[src/rtl/mqtt_receive_deframer_macros.svh]
// Assertion macros for the MQTT receive deframer.
// Needs nothing else; taken in by the files that assert.
`ifndef MQTT_RECEIVE_DEFRAMER_MACROS_SVH
`define MQTT_RECEIVE_DEFRAMER_MACROS_SVH

// Same-cycle implication, disabled during reset.
`define MRD_ASSERT_IMPLY(label, clk, rst, cond, prop, msg) \
  label: assert property (@(posedge clk) disable iff (rst) (cond) |-> (prop)) \
    else $error(msg);

// Next-cycle implication, disabled during reset.
`define MRD_ASSERT_NEXT(label, clk, rst, cond, prop, msg) \
  label: assert property (@(posedge clk) disable iff (rst) (cond) |=> (prop)) \
    else $error(msg);

`endif

[src/rtl/mrd_pkg.sv]
// Shared types and constants of the MQTT receive deframer.
// Used by the channel interfaces and the top level; depends on nothing.
package mrd_pkg;

  typedef struct packed {
    logic [7:0] data;
    logic       part;
    logic       byte_valid;
    logic       topic_end;
    logic       message_end;
    logic       malformed;
  } msg_t;

  localparam logic [3:0]  KindPublish    = 4'd3;
  localparam logic [1:0]  LenShiftLast   = 2'd3;
  localparam logic [27:0] MinPublishBody = 28'd2;

endpackage

[src/rtl/mrd_if.sv]
// Valid/ready channel interfaces of the MQTT receive deframer.
// Depends on mrd_pkg for the result word type.
interface mqtt_rx_if;
  logic       valid;
  logic       ready;
  logic [7:0] rx_byte;

  modport source (output valid, output rx_byte, input ready);
  modport sink (input valid, input rx_byte, output ready);
endinterface

interface mqtt_msg_if;
  mrd_pkg::msg_t payload;
  logic          valid;
  logic          ready;

  modport source (output valid, output payload, input ready);
  modport sink (input valid, input payload, output ready);
endinterface

[src/rtl/mqtt_receive_deframer.sv]
// MQTT 3.1.1 receive deframer: byte-serial framing state machine, output skid.
// Depends on mrd_pkg, mrd_if.sv and mqtt_receive_deframer_macros.svh.
//
// Usage:
//  rx  (sink)  : one received broker byte per word.
//  msg (source): at most one result word per received byte: a topic or
//                payload byte with its part, topic end and message end marks,
//                a byteless message end for an empty message, or a single
//                malformed word when the length field overruns four bytes.
//  Results are registered. Throughput: one byte per cycle while rx is ready,
//  set by the single framing state update.
//  Stall: an output register and a one-word skid register sit behind the
//  state machine, so rx stays ready while one result waits; rx drops ready
//  only once both are full, and no result is lost or repeated.
//  Reset (rst, synchronous, active high): framing restarts at a type byte,
//  both result registers empty. After a malformed word the block keeps
//  taking bytes but discards them until reset.
`include "mqtt_receive_deframer_macros.svh"

module mqtt_receive_deframer (
  input logic  clk,
  input logic  rst,
  mqtt_rx_if.sink    rx,
  mqtt_msg_if.source msg
);
  import mrd_pkg::*;

  typedef enum logic [2:0] {
    PH_TYPE,
    PH_LEN,
    PH_TOPIC_HI,
    PH_TOPIC_LO,
    PH_TOPIC,
    PH_PAYLOAD,
    PH_SKIP,
    PH_HALT
  } phase_t;

  phase_t      phase, phase_next;
  logic [3:0]  packet_kind, packet_kind_next;
  logic [27:0] body_left, body_left_next;
  logic [1:0]  length_shift, length_shift_next;
  logic [15:0] topic_left, topic_left_next;
  logic [7:0]  topic_high, topic_high_next;

  logic        out_valid, skid_valid;
  msg_t        out_word, skid_word;

  logic        accept, take, res_fire;
  msg_t        res;
  logic [27:0] len_group, body_dec;
  logic [15:0] topic_field, topic_dec;

  assign accept    = rx.valid && rx.ready;
  assign take      = out_valid && msg.ready;
  assign rx.ready  = !skid_valid;
  assign msg.valid = out_valid;
  assign msg.payload = out_word;

  assign body_dec    = body_left - 28'd1;
  assign topic_dec   = topic_left - 16'd1;
  assign topic_field = {topic_high, rx.rx_byte};

  always_comb begin
    case (length_shift)
      2'd0:    len_group = {21'd0, rx.rx_byte[6:0]};
      2'd1:    len_group = {14'd0, rx.rx_byte[6:0], 7'd0};
      2'd2:    len_group = {7'd0, rx.rx_byte[6:0], 14'd0};
      default: len_group = {rx.rx_byte[6:0], 21'd0};
    endcase
  end

  always_comb begin
    phase_next        = phase;
    packet_kind_next  = packet_kind;
    body_left_next    = body_left;
    length_shift_next = length_shift;
    topic_left_next   = topic_left;
    topic_high_next   = topic_high;
    res_fire          = 1'b0;
    res               = '0;
    case (phase)
      PH_TYPE: begin
        packet_kind_next  = rx.rx_byte[7:4];
        body_left_next    = '0;
        length_shift_next = '0;
        phase_next        = PH_LEN;
      end
      PH_LEN: begin
        body_left_next = body_left | len_group;
        if (rx.rx_byte[7]) begin
          if (length_shift == LenShiftLast) begin
            phase_next    = PH_HALT;
            res_fire      = 1'b1;
            res.malformed = 1'b1;
          end else begin
            length_shift_next = length_shift + 2'd1;
          end
        end else if (packet_kind == KindPublish && body_left_next >= MinPublishBody) begin
          phase_next = PH_TOPIC_HI;
        end else begin
          phase_next = (body_left_next != '0) ? PH_SKIP : PH_TYPE;
        end
      end
      PH_TOPIC_HI: begin
        topic_high_next = rx.rx_byte;
        body_left_next  = body_dec;
        phase_next      = PH_TOPIC_LO;
      end
      PH_TOPIC_LO: begin
        body_left_next  = body_dec;
        topic_left_next = topic_field;
        if ({12'd0, topic_field} > body_dec) begin
          // oversize topic: drop the rest of the body
          topic_left_next = '0;
          phase_next      = (body_dec != '0) ? PH_SKIP : PH_TYPE;
        end else if (topic_field != '0) begin
          phase_next = PH_TOPIC;
        end else if (body_dec != '0) begin
          phase_next = PH_PAYLOAD;
        end else begin
          phase_next      = PH_TYPE;
          res_fire        = 1'b1;
          res.message_end = 1'b1;
        end
      end
      PH_TOPIC: begin
        topic_left_next = topic_dec;
        body_left_next  = body_dec;
        res_fire        = 1'b1;
        res.data        = rx.rx_byte;
        res.byte_valid  = 1'b1;
        res.topic_end   = (topic_dec == '0);
        res.message_end = (topic_dec == '0) && (body_dec == '0);
        if (res.message_end) begin
          phase_next = PH_TYPE;
        end else if (res.topic_end) begin
          phase_next = PH_PAYLOAD;
        end
      end
      PH_PAYLOAD: begin
        body_left_next  = body_dec;
        res_fire        = 1'b1;
        res.data        = rx.rx_byte;
        res.part        = 1'b1;
        res.byte_valid  = 1'b1;
        res.message_end = (body_dec == '0);
        if (body_dec == '0) begin
          phase_next = PH_TYPE;
        end
      end
      PH_SKIP: begin
        body_left_next = body_dec;
        if (body_dec == '0) begin
          phase_next = PH_TYPE;
        end
      end
      default: begin
        // halted: swallow every byte
      end
    endcase
  end

  always_ff @(posedge clk) begin
    if (rst) begin
      phase        <= PH_TYPE;
      packet_kind  <= '0;
      body_left    <= '0;
      length_shift <= '0;
      topic_left   <= '0;
      topic_high   <= '0;
      out_valid    <= 1'b0;
      skid_valid   <= 1'b0;
    end else begin
      if (accept) begin
        phase        <= phase_next;
        packet_kind  <= packet_kind_next;
        body_left    <= body_left_next;
        length_shift <= length_shift_next;
        topic_left   <= topic_left_next;
        topic_high   <= topic_high_next;
      end
      if (accept && res_fire) begin
        // skid is empty whenever rx is ready
        if (!out_valid || take) begin
          out_word  <= res;
          out_valid <= 1'b1;
        end else begin
          skid_word  <= res;
          skid_valid <= 1'b1;
        end
      end else if (take) begin
        if (skid_valid) begin
          out_word   <= skid_word;
          skid_valid <= 1'b0;
        end else begin
          out_valid <= 1'b0;
        end
      end
    end
  end

  `MRD_ASSERT_IMPLY(a_skid_behind_out, clk, rst, skid_valid, out_valid,
                    "skid word held with empty output register")
  `MRD_ASSERT_IMPLY(a_malformed_halts, clk, rst, out_valid && out_word.malformed,
                    phase == PH_HALT, "malformed word offered while not halted")
  `MRD_ASSERT_NEXT(a_halt_sticks, clk, rst, phase == PH_HALT, phase == PH_HALT,
                   "left halt without reset")
  `MRD_ASSERT_IMPLY(a_byteless_clean, clk, rst, out_valid && !out_word.byte_valid,
                    out_word.data == 8'd0 && !out_word.part && !out_word.topic_end,
                    "byteless word carries data")

endmodule

[src/flat_wrapper.sv]
// flat-port wrapper written by rule: the top's interface ports become plain ports
module mqtt_receive_deframer_flat import mrd_pkg::*;
  (clk, rst, rx_valid, rx_rx_byte, rx_ready, msg_valid, msg_payload, msg_ready);
  mqtt_rx_if rx_i ();
  mqtt_msg_if msg_i ();
  input logic clk;
  input logic rst;
  input wire logic [$bits(rx_i.valid)-1:0] rx_valid;
  input wire logic [$bits(rx_i.rx_byte)-1:0] rx_rx_byte;
  output wire logic [$bits(rx_i.ready)-1:0] rx_ready;
  output wire logic [$bits(msg_i.valid)-1:0] msg_valid;
  output wire logic [$bits(msg_i.payload)-1:0] msg_payload;
  input wire logic [$bits(msg_i.ready)-1:0] msg_ready;
  assign rx_i.valid = rx_valid;
  assign rx_i.rx_byte = rx_rx_byte;
  assign rx_ready = rx_i.ready;
  assign msg_valid = msg_i.valid;
  assign msg_payload = msg_i.payload;
  assign msg_i.ready = msg_ready;
  mqtt_receive_deframer u_core (.clk(clk), .rst(rst), .rx(rx_i), .msg(msg_i));
endmodule
[config.mk]
export PLATFORM = sky130hd
export DESIGN_NAME = mqtt_receive_deframer_flat
export DESIGN_NICKNAME = d
export VERILOG_FILES = /design/src/rtl/mrd_pkg.sv /design/src/rtl/mrd_if.sv /design/src/rtl/mqtt_receive_deframer.sv /design/src/flat_wrapper.sv
export VERILOG_INCLUDE_DIRS = /design/src /design/src/rtl
export SDC_FILE = /design/constraint.sdc
export NUM_CORES = 1
export LEC_CHECK = 0
export BUFFER_PORTS_ARGS = -buffer_cell sky130_fd_sc_hd__buf_4
export CAP_MARGIN = 5
export CORE_ASPECT_RATIO = 0.75
export CORE_MARGIN = 3
export CORE_UTILIZATION = 45
export DETAILED_ROUTE_END_ITERATION = 7
export PLACE_DENSITY = 0.66
export SYNTH_ARGS = -nofsm -noshare
export SYNTH_HDL_FRONTEND = slang
export SYNTH_SLANG_ARGS = --single-unit
export TNS_END_PERCENT = 1
[constraint.sdc]
create_clock -name clk -period 13.9 [get_ports clk]
set_clock_uncertainty 0.15 [all_clocks]
set_input_delay 2.085 -clock clk [delete_from_list [all_inputs] [get_ports clk]]
set_output_delay 2.085 -clock clk [all_outputs]
set_load 0.01 [all_outputs]
==> flow_summary_export.csv <==
group,metric,value,unit
status,status,"finished clean",
timing,tns,0,ns
worst_setup_path,crit_slowest_cell,"a221oi_1",
layout,n_fill_cell,1268,
layout,fin_util,0.5048,
drt,drt-initial-drc-count,710,
drt,vias,6200,
worst_setup_path,r2r_cells,14,
clock_network,clk_latency,0.35,ns
floorplan,fp.dieArea,15170,µm²
worst_setup_path,crit_path_max_fanout,15,
hold_path,holdPathStages,2,
clock_network,cts_setup_buffers,0,
layout,seqCellArea,2042,µm²
worst_setup_path,r2r_end,"u_core.msg.payload[9]",
timing,hold_viol,0,
synth,synth_edf_count,26,
worst_setup_path,start_kind,"input pin",
pwr,ir_worst_vdd,0.00007426,V
timing,max_freq,185.0,MHz
pwr,p_leak,2.547,nW
timing,relSlewSlack,0.1658,
worst_setup_path,worst-setup-path-type,"in -> reg",
floorplan,start_util,0.4678,
grt,grt_antenna_before_repair,0,
clock_network,cts-buffers-inserted,9,
clock_network,clockBufferDepth,2,
worst_setup_path,crit_required,13.82,ns
grt,grt_first_pass_wirelength,30.57,mm
worst_setup_path,cp_common_cell,"buf_4",
pwr,p_clk_frac,0.249,
worst_setup_path,critPathLaunch,"rx_rx_byte[5]",
timing,final-setup-viol-count,0,
drt,vias_per_cell,6.681,
synth,synthArstFlopShare,0,
floorplan,io_pins,27,
clock_network,cts_tree,"done",
floorplan,chipHeight,107.4,µm
drt,firstDrtPassIters,6,
pwr,p_per_area,150.1,nW/µm²
worst_setup_path,cp.arrival,5.32,ns
clock_network,clk_pin_slew_worst_paths,0.08,ns
worst_setup_path,cp_num_buf_inv,3,
worst_setup_path,max_stage_delay,0.72,ns
synth,synth.distinct_cells,77,
synth,synth_top_area_share,0.2043,
synth,yosysWarnings,0,
grt,grt_max_degree,68,
floorplan,die_w,141.2,µm
synth,synth-main-ff-cell,"dfxtp_1",
synth,synth.top_cells.by_count,"102 x nor2_1, 65 x a21oi_1, 63 x dfxtp_1",
pwr,p_switching,0.0004326,W
pwr,pwr-share-seq,0.323,
clock_network,numClockSinks,89,
layout,multi_input_area,3804,µm²
layout,layout-drive-gt1-share,0.09775,
synth,syn_avg_cell_area,7.935,µm²
placed_design,dp_hpwl,13.14,mm
layout,antennaDiodeCount,0,
drt,post-route-drc-count,0,
layout,syn2layout_area_growth,7.925,%
layout,nets,788,
grt,grt_overflow,0,
grt,grt_usage,0.2511,
timing,period_minus_slack,5.406,ns
synth,netlist_top_cells_area,"dfxtp_1 20%, edfxtp_1 13%, nor2_1 6.2%",
synth,syn_inst,778,
hold_path,hold_class,"reg -> reg",
floorplan,core_area,13200,µm²
clock_network,cts-root-buf,"clkbuf_16",
worst_setup_path,r2r_start,"u_core.body_left[9]",
synth,postSynthNetCount,814,
pwr,internal-power,0.0005672,W
synth,yosys_register_bits,89,
worst_setup_path,cpLargestDelayFamily,"compound AO/OA/AOI/OAI gates",
synth,syn_area,6173,µm²
pwr,combPwrFrac,0.428,
timing,tightest_slew,1.251,ns
timing,fin_crit_sh,0.3889,
timing,slew_viol_final,0,
drt,avgRoutedWirePerCell,20.65,µm
synth,synth_area_leader_cell,"dfxtp_1",
clock_network,cts_resized,0,
placed_design,port_buffers,26,
floorplan,rows,36,
synth,synth_most_common_cell,"nor2_1",
job,max-cap-violations,0,
drt,wl,19.16,mm
worst_setup_path,crit_end,"u_core.msg.payload[9]",
worst_setup_path,path_cells,"buf_4, ha_1, a21o_1, a21oi_1, nor2b_1, o31ai_1, a31oi_4, a2111oi_2, nor2_1, buf_4, a221oi_1, buf_4",
placed_design,place_congestion,0.9615,
grt,first_global_vias,5522,
clock_network,h-tree-depth,3,
synth,yosysSeqAreaShare,0.3308,
timing,rsz0062_at_grt,"no",
worst_setup_path,critPathCaptureType,"register",
pwr,switching_share,0.4327,
worst_setup_path,worst-r2r-setup-slack,8.53,ns
drt,ant_nets,0,
worst_setup_path,crit_cells,12,
clock_network,hold_buffers,0,
==> power groups by stage <==
stage          Clock [W]  Combinational (W)  Sequential (W)
2_1_floorplan          0           0.000335        0.000305
3_3_place_gp           0           0.000410        0.000327
3_5_place_dp           0           0.000414        0.000327
4_1_cts         0.000253           0.000417        0.000321
5_1_grt         0.000264           0.000466        0.000326
6_report        0.000248           0.000428        0.000323
==> state kept, by name, summed over array words and instances (netlist names) <==
signal,flops
u_core.skid_word,13
u_core.body_left,28
u_core.skid_valid,1
u_core.topic_left,16
u_core.topic_high,8
u_core.phase,3
u_core.packet_kind,4
u_core.length_shift,2
u_core.msg.valid,1
u_core.msg.payload,13
==> worst reg2reg max path: cells and delay by family (launching register included) <==
kind | cells | cell delay [ns]
flip-flops | 1 | 0.43
AND/OR/NAND/NOR | 5 | 1.77
XOR/XNOR | 1 | 0.22
buffers and inverters | 2 | 0.50
AO/OA/AOI/OAI | 5 | 1.71
adder cells (fa/ha/maj) | 1 | 0.30
==> through the flow <==
| stage | cells | setup WS [ns] | total power [W] | area, µm² | hold WS [ns] |
|---|---|---|---|---|---|
| 6_report | 928 | 8.495 | 0.0009998 | 6663 | 0.3503 |
| 5_1_grt | 928 | 8.202 | 0.001057 | 6663 | 0.3879 |
| 4_1_cts | 928 | 8.506 | 0.0009911 | 6663 | 0.3534 |
| 3_5_place_dp | 912 | 8.134 | 0.0007406 | 6356 | 0.3313 |
| 3_3_place_gp | 912 | 8.310 | 0.0007366 | 6356 | 0.3164 |
| 2_1_floorplan | 778 | 8.076 | 0.0006401 | 6173 | 0.3010 |
==> how the worst min path moves through the flow <==
stage	slack, ns	startpoint	endpoint
floorplan	0.30	u_core.packet_kind[0]	u_core.packet_kind[0]
global placement	0.32	u_core.packet_kind[1]	u_core.packet_kind[1]
detailed placement	0.33	u_core.packet_kind[1]	u_core.packet_kind[1]
CTS	0.35	u_core.packet_kind[1]	u_core.packet_kind[1]
global route	0.39	u_core.packet_kind[1]	u_core.packet_kind[1]
finish	0.35	u_core.packet_kind[1]	u_core.packet_kind[1]
==> metal layers <==
metal  up-vias  GRT usage  wire [µm]
met5         -          0          0
met4         0    0.06293        296
met3        31    0.04440       1778
met2       356     0.3664       8066
met1      2966     0.3807       9023
li1       2847          -          -
==> cell families (layout without fill, tap and decap cells) <==
group                    Yosys count  count (layout)  synth area share
AND/OR/NAND/NOR                  312             312            0.2615
AO/OA/AOI/OAI                    231             231            0.2471
flip-flops                        89              89            0.3308
buffers and inverters             84              63           0.05533
XOR/XNOR                          26              26           0.03689
adder cells (fa/ha/maj)           24              24           0.04864
multiplexers                      12              12           0.01986
==> layout make-up <==
class / count / area share
Timing Repair Buffer: 32 / 0.03606
Clock inverter: 7 / 0.01221
Clock buffer: 9 / 0.03380
Tap cell: 171 / 0.03211
Sequential cell: 89 / 0.3065
Inverter: 15 / 0.008451
Multi-Input combinational cell: 605 / 0.5709
==> cells in the final DEF (no fill, tap or decap), drive strengths merged, types with 12 or more instances in the layout <==
cell / netlist / layout
a21oi: 66 / 66
a22oi: 14 / 14
and3: 12 / 12
buf: 12 / 32
dfxtp: 63 / 63
edfxtp: 26 / 26
ha: 24 / 24
inv: 14 / 17
nand2: 41 / 41
nand3: 20 / 20
nand4: 12 / 12
nor2: 102 / 102
nor3: 44 / 44
nor4: 17 / 17
o21ai: 56 / 56
or3: 14 / 14
xnor2: 15 / 15
(Power assumes the default switching activity.)
